$ cat src/design/afg_pkg.sv
// shared types, constants and helpers for the audio fade gain ramp
// no dependencies; imported by every module of the block
package afg_pkg;

   localparam int LEVEL_FRAC_BITS = 15;
   localparam int LEVEL_W         = 16;
   localparam int CFG_W           = 18;
   localparam int CMD_W           = 3;
   localparam int FADE_W          = 2;
   localparam int QUEUE_DEPTH     = 2;

   localparam logic [LEVEL_W-1:0] ONE_LEVEL = LEVEL_W'(1) << LEVEL_FRAC_BITS;

   typedef enum logic [CMD_W-1:0] {
      CMD_TICK        = 3'd0,
      CMD_FADE_IN     = 3'd1,
      CMD_FADE_OUT    = 3'd2,
      CMD_CANCEL      = 3'd3,
      CMD_ARM_PAUSE   = 3'd4,
      CMD_LOAD_MASTER = 3'd5
   } cmd_type;

   typedef enum logic [2:0] {
      OP_TICK,
      OP_FADE_IN,
      OP_FADE_OUT,
      OP_CANCEL,
      OP_ARM_PAUSE,
      OP_LOAD,
      OP_NOP
   } op_type;

   localparam logic [FADE_W-1:0] FADE_NONE = 2'd0;
   localparam logic [FADE_W-1:0] FADE_IN   = 2'd1;
   localparam logic [FADE_W-1:0] FADE_OUT  = 2'd2;

   typedef struct packed {
      logic [CMD_W-1:0]   command;
      logic [LEVEL_W-1:0] parent_level;
      logic [LEVEL_W-1:0] fade_step;
      logic [LEVEL_W-1:0] fade_target;
      logic               stop_at_end;
      logic [LEVEL_W-1:0] new_master_level;
   } req_word_type;

   typedef struct packed {
      logic [LEVEL_W-1:0] gain;
      logic [LEVEL_W-1:0] master_out;
      logic [FADE_W-1:0]  fade_state;
      logic               stop_event;
      logic               pause_event;
   } rsp_word_type;

   // decoded word held between front and back, levels already saturated
   typedef struct packed {
      op_type             op;
      logic [LEVEL_W-1:0] parent;
      logic [LEVEL_W-1:0] step;
      logic [LEVEL_W-1:0] target;
      logic               stop;
      logic [LEVEL_W-1:0] level;
   } op_word_type;

   typedef struct packed {
      logic empty;
      logic full;
   } queue_status_type;

   function automatic logic [LEVEL_W-1:0] sat_level(input logic [LEVEL_W-1:0] v);
      logic [LEVEL_W-1:0] r;
      r = (v > ONE_LEVEL) ? ONE_LEVEL : v;
      return r;
   endfunction

endpackage

$ cat src/design/afg_queue.sv
// small word queue between the decode front and the execute back
// depends on afg_pkg for the decoded word type
module afg_queue #(
   parameter int DEPTH = afg_pkg::QUEUE_DEPTH
) (
   input  logic                          clock,
   input  logic                          reset,
   input  logic                          push,
   input  afg_pkg::op_word_type          wdata,
   input  logic                          pop,
   output afg_pkg::op_word_type          rdata,
   output afg_pkg::queue_status_type     status
);
   import afg_pkg::*;

   localparam int PTR_W = (DEPTH > 1) ? $clog2(DEPTH) : 1;
   localparam int CNT_W = $clog2(DEPTH + 1);

   op_word_type        mem_ff [DEPTH];
   logic [PTR_W-1:0]   wr_ptr_ff, wr_ptr_in;
   logic [PTR_W-1:0]   rd_ptr_ff, rd_ptr_in;
   logic [CNT_W-1:0]   count_ff, count_in;
   logic               do_push, do_pop;

   assign status.empty = (count_ff == '0);
   assign status.full  = (count_ff == CNT_W'(DEPTH));
   assign do_push      = push && !status.full;
   assign do_pop       = pop && !status.empty;
   assign rdata        = mem_ff[rd_ptr_ff];

   always_comb begin
      wr_ptr_in = wr_ptr_ff;
      rd_ptr_in = rd_ptr_ff;
      count_in  = count_ff;
      if (do_push) begin
         wr_ptr_in = (wr_ptr_ff == PTR_W'(DEPTH - 1)) ? '0 : wr_ptr_ff + PTR_W'(1);
      end
      if (do_pop) begin
         rd_ptr_in = (rd_ptr_ff == PTR_W'(DEPTH - 1)) ? '0 : rd_ptr_ff + PTR_W'(1);
      end
      if (do_push && !do_pop) begin
         count_in = count_ff + CNT_W'(1);
      end else if (do_pop && !do_push) begin
         count_in = count_ff - CNT_W'(1);
      end
   end

   always_ff @(posedge clock) begin
      if (reset) begin
         wr_ptr_ff <= '0;
         rd_ptr_ff <= '0;
         count_ff  <= '0;
      end else begin
         wr_ptr_ff <= wr_ptr_in;
         rd_ptr_ff <= rd_ptr_in;
         count_ff  <= count_in;
      end
   end

   always_ff @(posedge clock) begin
      if (do_push) begin
         mem_ff[wr_ptr_ff] <= wdata;
      end
   end

endmodule

$ cat src/design/afg_front.sv
// decode front: classifies the request word and saturates its levels
// depends on afg_pkg for word types and the level helper
module afg_front (
   input  afg_pkg::req_word_type req_word,
   output afg_pkg::op_word_type  op_word
);
   import afg_pkg::*;

   op_type op;

   always_comb begin
      case (req_word.command)
         CMD_TICK:        op = OP_TICK;
         CMD_FADE_IN:     op = OP_FADE_IN;
         CMD_FADE_OUT:    op = OP_FADE_OUT;
         CMD_CANCEL:      op = OP_CANCEL;
         CMD_ARM_PAUSE:   op = OP_ARM_PAUSE;
         CMD_LOAD_MASTER: op = OP_LOAD;
         default:         op = OP_NOP;
      endcase
   end

   assign op_word.op     = op;
   assign op_word.parent = sat_level(req_word.parent_level);
   assign op_word.step   = req_word.fade_step;
   assign op_word.target = sat_level(req_word.fade_target);
   assign op_word.stop   = req_word.stop_at_end;
   assign op_word.level  = sat_level(req_word.new_master_level);

endmodule

$ cat src/design/afg_back.sv
// execute back: ramp state, two-step gain multiply and the result register
// depends on afg_pkg for word types, codes and level constants
module afg_back (
   input  logic                          clock,
   input  logic                          reset,
   input  afg_pkg::op_word_type          op_word,
   input  afg_pkg::queue_status_type     q_status,
   output logic                          q_pop,
   input  logic [afg_pkg::CFG_W-1:0]     chan_volume,
   input  logic                          rsp_pop,
   output logic                          rsp_empty,
   output afg_pkg::rsp_word_type         rsp_word
);
   import afg_pkg::*;

   typedef enum logic {
      ST_IDLE,
      ST_MULT
   } state_type;

   state_type          state_ff, state_in;
   logic [LEVEL_W-1:0] master_ff, master_in;
   logic [FADE_W-1:0]  mode_ff, mode_in;
   logic [LEVEL_W-1:0] step_ff, step_in;
   logic [LEVEL_W-1:0] end_ff, end_in;
   logic               stop_flag_ff, stop_flag_in;
   logic               pause_flag_ff, pause_flag_in;
   logic               stop_ev_ff, stop_ev_in;
   logic               pause_ev_ff, pause_ev_in;
   logic [LEVEL_W:0]   prod_ff, prod_in;
   logic [LEVEL_W-1:0] parent_ff, parent_in;
   logic               rsp_valid_ff, rsp_valid_in;
   rsp_word_type       rsp_ff, rsp_in;

   logic [LEVEL_W-1:0]   chvol;
   logic                 slot_free;
   logic [LEVEL_W:0]     ramp_up;
   logic                 ended;
   logic [2*LEVEL_W-1:0] mul1;
   logic [2*LEVEL_W:0]   mul2;

   always_comb begin
      if (chan_volume[CFG_W-1]) begin
         chvol = '0;
      end else if (chan_volume[CFG_W-2:0] > (CFG_W-1)'(ONE_LEVEL)) begin
         chvol = ONE_LEVEL;
      end else begin
         chvol = chan_volume[LEVEL_W-1:0];
      end
   end

   assign slot_free = !rsp_valid_ff || rsp_pop;
   assign ramp_up   = {1'b0, master_ff} + {1'b0, step_ff};
   assign mul1      = chvol * master_in;
   assign mul2      = prod_ff * parent_ff;

   always_comb begin
      state_in      = state_ff;
      master_in     = master_ff;
      mode_in       = mode_ff;
      step_in       = step_ff;
      end_in        = end_ff;
      stop_flag_in  = stop_flag_ff;
      pause_flag_in = pause_flag_ff;
      stop_ev_in    = stop_ev_ff;
      pause_ev_in   = pause_ev_ff;
      prod_in       = prod_ff;
      parent_in     = parent_ff;
      rsp_valid_in  = rsp_valid_ff && !rsp_pop;
      rsp_in        = rsp_ff;
      q_pop         = 1'b0;
      ended         = 1'b0;
      case (state_ff)
         ST_IDLE: begin
            if (!q_status.empty && (slot_free || op_word.op == OP_TICK)) begin
               q_pop       = 1'b1;
               stop_ev_in  = 1'b0;
               pause_ev_in = 1'b0;
               case (op_word.op)
                  OP_TICK: begin
                     if (mode_ff == FADE_IN) begin
                        if (ramp_up >= {1'b0, end_ff}) begin
                           master_in = end_ff;
                           ended     = 1'b1;
                        end else begin
                           master_in = ramp_up[LEVEL_W-1:0];
                        end
                     end else if (mode_ff == FADE_OUT) begin
                        if (step_ff >= master_ff || master_ff - step_ff <= end_ff) begin
                           master_in = end_ff;
                           ended     = 1'b1;
                        end else begin
                           master_in = master_ff - step_ff;
                        end
                     end
                     if (ended) begin
                        mode_in = FADE_NONE;
                        if (stop_flag_ff) begin
                           stop_flag_in = 1'b0;
                           master_in    = ONE_LEVEL;
                           stop_ev_in   = 1'b1;
                        end else if (mode_ff == FADE_OUT && pause_flag_ff) begin
                           pause_flag_in = 1'b0;
                           master_in     = ONE_LEVEL;
                           pause_ev_in   = 1'b1;
                        end
                     end
                     prod_in   = mul1[2*LEVEL_W-1:LEVEL_FRAC_BITS];
                     parent_in = op_word.parent;
                     state_in  = ST_MULT;
                  end
                  OP_FADE_IN, OP_FADE_OUT: begin
                     mode_in      = (op_word.op == OP_FADE_IN) ? FADE_IN : FADE_OUT;
                     step_in      = op_word.step;
                     end_in       = op_word.target;
                     stop_flag_in = op_word.stop;
                  end
                  OP_CANCEL: begin
                     mode_in      = FADE_NONE;
                     stop_flag_in = 1'b0;
                  end
                  OP_ARM_PAUSE: begin
                     stop_flag_in  = 1'b0;
                     pause_flag_in = 1'b1;
                  end
                  OP_LOAD: begin
                     master_in = op_word.level;
                  end
                  default: begin
                  end
               endcase
               if (op_word.op != OP_TICK) begin
                  rsp_valid_in       = 1'b1;
                  rsp_in.gain        = '0;
                  rsp_in.master_out  = master_in;
                  rsp_in.fade_state  = mode_in;
                  rsp_in.stop_event  = 1'b0;
                  rsp_in.pause_event = 1'b0;
               end
            end
         end
         ST_MULT: begin
            if (slot_free) begin
               rsp_valid_in       = 1'b1;
               rsp_in.gain        = mul2[LEVEL_FRAC_BITS+LEVEL_W-1:LEVEL_FRAC_BITS];
               rsp_in.master_out  = master_ff;
               rsp_in.fade_state  = mode_ff;
               rsp_in.stop_event  = stop_ev_ff;
               rsp_in.pause_event = pause_ev_ff;
               state_in           = ST_IDLE;
            end
         end
         default: begin
            state_in = ST_IDLE;
         end
      endcase
   end

   always_ff @(posedge clock) begin
      if (reset) begin
         state_ff      <= ST_IDLE;
         master_ff     <= ONE_LEVEL;
         mode_ff       <= FADE_NONE;
         step_ff       <= '0;
         end_ff        <= '0;
         stop_flag_ff  <= 1'b0;
         pause_flag_ff <= 1'b0;
         stop_ev_ff    <= 1'b0;
         pause_ev_ff   <= 1'b0;
         rsp_valid_ff  <= 1'b0;
      end else begin
         state_ff      <= state_in;
         master_ff     <= master_in;
         mode_ff       <= mode_in;
         step_ff       <= step_in;
         end_ff        <= end_in;
         stop_flag_ff  <= stop_flag_in;
         pause_flag_ff <= pause_flag_in;
         stop_ev_ff    <= stop_ev_in;
         pause_ev_ff   <= pause_ev_in;
         rsp_valid_ff  <= rsp_valid_in;
      end
      prod_ff   <= prod_in;
      parent_ff <= parent_in;
      rsp_ff    <= rsp_in;
   end

   assign rsp_empty = !rsp_valid_ff;
   assign rsp_word  = rsp_ff;

endmodule

$ cat src/design/audio_fade_gain_ramp.sv
// top level of the audio fade gain ramp: decode front, word queue, execute back
// depends on afg_pkg, afg_front, afg_queue and afg_back
// a tick passes the product register, then the result register; other words only the latter
// throughput: other words one per cycle while the result slot is free; a tick word holds
// the back in ST_MULT until its result is registered; queue holds QUEUE_DEPTH words between
// reset: synchronous; master level 1.0, no fade, flags clear, channel volume 1.0
module audio_fade_gain_ramp #(
   parameter int QUEUE_DEPTH = afg_pkg::QUEUE_DEPTH
) (
   input  logic                          clock,
   input  logic                          reset,
   input  logic                          req_push,
   output logic                          req_full,
   input  afg_pkg::req_word_type         req_word,
   output logic                          rsp_empty,
   input  logic                          rsp_pop,
   output afg_pkg::rsp_word_type         rsp_word,
   input  logic                          csr_we,
   input  logic [afg_pkg::CFG_W-1:0]     csr_wdata
);
   import afg_pkg::*;

   logic [CFG_W-1:0]  chan_volume_ff;
   op_word_type       front_word;
   op_word_type       queue_word;
   queue_status_type  q_status;
   logic              q_pop;

   always_ff @(posedge clock) begin
      if (reset) begin
         chan_volume_ff <= CFG_W'(ONE_LEVEL);
      end else if (csr_we) begin
         chan_volume_ff <= csr_wdata;
      end
   end

   afg_front u_front (
      .req_word (req_word),
      .op_word  (front_word)
   );

   afg_queue #(
      .DEPTH (QUEUE_DEPTH)
   ) u_queue (
      .clock  (clock),
      .reset  (reset),
      .push   (req_push),
      .wdata  (front_word),
      .pop    (q_pop),
      .rdata  (queue_word),
      .status (q_status)
   );

   assign req_full = q_status.full;

   afg_back u_back (
      .clock       (clock),
      .reset       (reset),
      .op_word     (queue_word),
      .q_status    (q_status),
      .q_pop       (q_pop),
      .chan_volume (chan_volume_ff),
      .rsp_pop     (rsp_pop),
      .rsp_empty   (rsp_empty),
      .rsp_word    (rsp_word)
   );

   a_one_event: assert property (@(posedge clock) disable iff (reset)
      !rsp_empty |-> !(rsp_word.stop_event && rsp_word.pause_event))
      else $error("stop and pause event in one word");

   a_event_restores: assert property (@(posedge clock) disable iff (reset)
      (!rsp_empty && (rsp_word.stop_event || rsp_word.pause_event)) |->
      (rsp_word.master_out == ONE_LEVEL && rsp_word.fade_state == FADE_NONE))
      else $error("event without master reset and fade end");

   a_level_range: assert property (@(posedge clock) disable iff (reset)
      !rsp_empty |-> (rsp_word.master_out <= ONE_LEVEL && rsp_word.gain <= ONE_LEVEL))
      else $error("level above unity");

   a_pop_needs_word: assert property (@(posedge clock) disable iff (reset)
      q_pop |-> !q_status.empty)
      else $error("back popped an empty queue");

endmodule
$ cat config.mk
export PLATFORM = sky130hd
export DESIGN_NAME = audio_fade_gain_ramp
export DESIGN_NICKNAME = d
export VERILOG_FILES = /design/src/design/afg_pkg.sv /design/src/design/afg_queue.sv /design/src/design/afg_front.sv /design/src/design/afg_back.sv /design/src/design/audio_fade_gain_ramp.sv
export SDC_FILE = /design/constraint.sdc
export NUM_CORES = 2
export LEC_CHECK = 0
export ABC_AREA = 1
export BUFFER_PORTS_ARGS = -buffer_cell sky130_fd_sc_hd__buf_2
export CORE_ASPECT_RATIO = 0.75
export CORE_UTILIZATION = 40
export CTS_BUF_LIST = sky130_fd_sc_hd__clkbuf_4 sky130_fd_sc_hd__clkbuf_8 sky130_fd_sc_hd__clkbuf_16
export DETAILED_ROUTE_END_ITERATION = 8
export PLACE_DENSITY = 0.68
export REMOVE_ABC_BUFFERS = 1
export SYNTH_ARGS = -nofsm -noshare
export SYNTH_HDL_FRONTEND = slang
export SYNTH_SLANG_ARGS = --single-unit
export TNS_END_PERCENT = 30
$ cat constraint.sdc
create_clock -name clock -period 8.2 [get_ports clock]
set_input_delay 1.64 -clock clock [delete_from_list [all_inputs] [get_ports clock]]
set_output_delay 1.64 -clock clock [all_outputs]
set_load 0.02 [all_outputs]
==> impl_metrics.csv <==
group,metric,value,unit
outcome,status,"finished with violations",
outcome,violations,"setup timing",
grt,grt_pass1_vias,26296,
yosys,yosysMostFrequentCell,"inv_1",
yosys,synth_seq_area_share,25.0,%
route,first_pass_iters,6,
setup_path,cp_slowest_cell,"fa_1",
grt,grt_max_degree,65,
place,port-buffer-count,128,
clock_tree,root_buffer,"clkbuf_16",
timing,maxSlewViolCount,0,
yosys,synth_top_family_by_area,"adder cells",
setup_path,path_common_cell,"fa_1",
timing,skew,0.0139,ns
clock_tree,ctsHoldBuffers,0,
floorplanning,die_w,323,µm
route,drtAntennaViolNets,0,
yosys,synthCells,3673,
setup_path,critPathCaptureType,"register",
route,remaining_drc_errors,0,
floorplanning,dieArea,0.0784,mm²
route,wl_per_cell,18.0,µm
layout,n_fill_cell,6946,
yosys,ys_warn_count,0,
clock_tree,clock_path_buffers,3,
floorplanning,coreArea,0.0758,mm²
setup_path,crit_path_max_incr_delay,0.63,ns
timing,period_needed,9.39,ns
timing,max_slew.worst_pin.slew,1.23,ns
yosys,synth_compound_area_share,8.66,%
route,route.met2.wl,38100,µm
clock_tree,cts_tree,"yes",
place,place_hpwl,72200,µm
yosys,synth-simple-area-share,16.7,%
clock_tree,clkTransAtPathRegs,0.07,ns
layout,drive_gt1_share,24.0,%
route,m1WireLength,43200,µm
route,drt_wl_total,93800,µm
yosys,yosys.area_share.adder,36.4,%
grt,grt_pass1_wl,146000,µm
setup_path,crit_arrival,9.74,ns
timing,finalSetupViolations,18,
yosys,syn-cell-area,0.0309,mm²
clock_tree,clk_latency,0.60,ns
timing,slew_headroom,17.9,%
clock_tree,clock_sinks,284,
setup_path,critical_path_required,8.55,ns
yosys,yosysTopAreaCell,"fa_1",
layout,area_delta_synth_final,24.2,%
timing,fin_crit_sh,114,%
yosys,ys_ff_latch,284,
yosys,yosys.cell_types.count,59,
clock_tree,cts_buffers,29,
hold_path,min_path_cells,1,
timing,fin_hold_ws,0.452,ns
layout,stdcell_count,5220,
route,wl_met3,9960,µm
grt,grt_usage,23.8,%
grt,antenna_found_initial,2,
setup_path,r2r_setup_slack,-1.19,ns
yosys,synth-async-reset-ratio,0,%
yosys,synth_xor_area_share,1.19,%
layout,final_cell_area,0.0384,mm²
yosys,synthMuxAreaShare,0.0324,%
setup_path,worstSetupPathType,"register to register",
yosys,syn_area_per_cell,8.41,µm²
yosys,synthFlopType,"edfxtp_1",
floorplanning,rows,87,
route,top_layer_used,"met5",
yosys,synth_top_area_share,26.0,%
hold_path,hold_class,"register to register",
timing,hold_violations,0,
route,viasPerCell,5.10,
yosys,synth_edf_count,205,
setup_path,worstSetupStartpointType,"register",
floorplanning,fp.dieH,243,µm
setup_path,worst-path-max-fanout,7,
yosys,yosys-top-cells-area,"fa_1, edfxtp_1, ha_1",
grt,overflow,0,
timing,fin_ws,-1.19,ns
timing,max_freq,107,MHz
place,place_area,0.0351,mm²
floorplanning,ios,129,
yosys,synthTopCellsByCount,"inv_1, nand2_1, fa_1",
layout,nets,4922,
clock_tree,htree_levels,1,
flow_run,maxCapViolations,0,
floorplanning,start_util,40.8,%
timing,rsz0062_at_grt,"true",
route,first_iter_violations,2715,
place,dp_cells,5053,
place,place_congestion,0.962,
route,num_vias,26624,
setup_path,reg2reg_depth,50,
-- through the flow --
| step | utilization, % | setup TNS [ns] | setup WS, ns |
|---|---|---|---|
| after floorplan | - | -9.78 | -0.930 |
| after global placement | 46.3 | -20.36 | -1.40 |
| after detailed placement | 46.3 | -23.27 | -1.52 |
| after CTS | 49.3 | -14.69 | -1.05 |
| after global routing | 50.7 | -24.54 | -1.54 |
| final | 50.7 | -17.71 | -1.19 |
-- final timing paths --
kind | startpoint | endpoint
worst max register to register | u_back.step_ff[2] | u_back.prod_ff[16]
worst max-delay path | u_back.step_ff[2] | u_back.prod_ff[16]
worst min-delay path | u_queue.rd_ptr_ff | register
worst min register to register | u_queue.rd_ptr_ff | register
-- what timing repair did --
action,in CTS,in global routing
pin swaps,73,111
setup endpoints to repair,17,18
resized for setup,179,189
cloned,0,1
hold endpoints to repair,0,0
setup buffers,74,37
-- per-layer routing --
| metal | global-route usage (%) | up-vias |
|---|---|---|
| li1 | - | 12352 |
| met1 | 36.3 | 12768 |
| met2 | 34.2 | 1319 |
| met3 | 5.06 | 181 |
| met4 | 5.60 | 4 |
| met5 | 0 | - |
-- kinds of logic after synthesis --
family | count (synthesis)
AND/OR/NAND/NOR | 1268
XOR/XNOR | 42
buffers and inverters | 972
AO/OA/AOI/OAI | 448
flip-flops | 284
adder cells (fa/ha/maj) | 658
multiplexers | 1
-- worst max-delay path, delay by kind of cell (launching register included) --
kind / cells / cell delay, ns
flip-flops: 1 / 0.34
XOR/XNOR: 1 / 0.24
adder cells (fa/ha/maj): 9 / 3.83
AO/OA/AOI/OAI: 16 / 2.32
buffers and inverters: 9 / 0.90
AND/OR/NAND/NOR: 15 / 1.47
-- state kept, by name, indices dropped and copies added (netlist names), 2 cells and up, named ones only --
| name | flops |
|---|---|
| u_back.step_ff | 16 |
| u_queue.mem_ff | 136 |
| u_back.end_ff | 16 |
| u_back.parent_ff | 16 |
| u_back.rsp_word | 36 |
| u_back.mode_ff | 2 |
| chan_volume_ff | 18 |
| u_queue.count_ff | 2 |
| u_back.prod_ff | 17 |
| u_back.master_ff | 16 |
-- cell type report --
cell class	instances	area [µm²]	area share (%)
multi-input combinational	2417	20700	54.0
tap	1023	1280	3.33
inverter	824	3120	8.13
sequential	284	7760	20.2
timing repair buffer	616	4430	11.5
clock inverter	12	161	0.421
clock buffer	42	890	2.32
antenna	1	2.50	0.00652
timing repair inverter	1	6.26	0.0163
-- cells in the final DEF (no fill, tap or decap), types with 20 or more instances in the layout --
master / count
inv_1: 753
nand2_1: 732
buf_4: 461
fa_1: 388
nor2_1: 295
ha_1: 227
edfxtp_1: 205
buf_2: 128
o21ai_0: 110
a21oi_1: 106
dfxtp_1: 68
nand3_1: 57
inv_2: 53
nand2_2: 43
a31oi_1: 43
clkbuf_16: 31
nor2_2: 30
a21oi_2: 28
xor2_1: 28
ha_4: 25
o211ai_1: 23
buf_6: 23
o21ai_1: 20
Power is not shown: default switching activity piles up to over one toggle a cycle in this logic, so the estimate is an artifact.
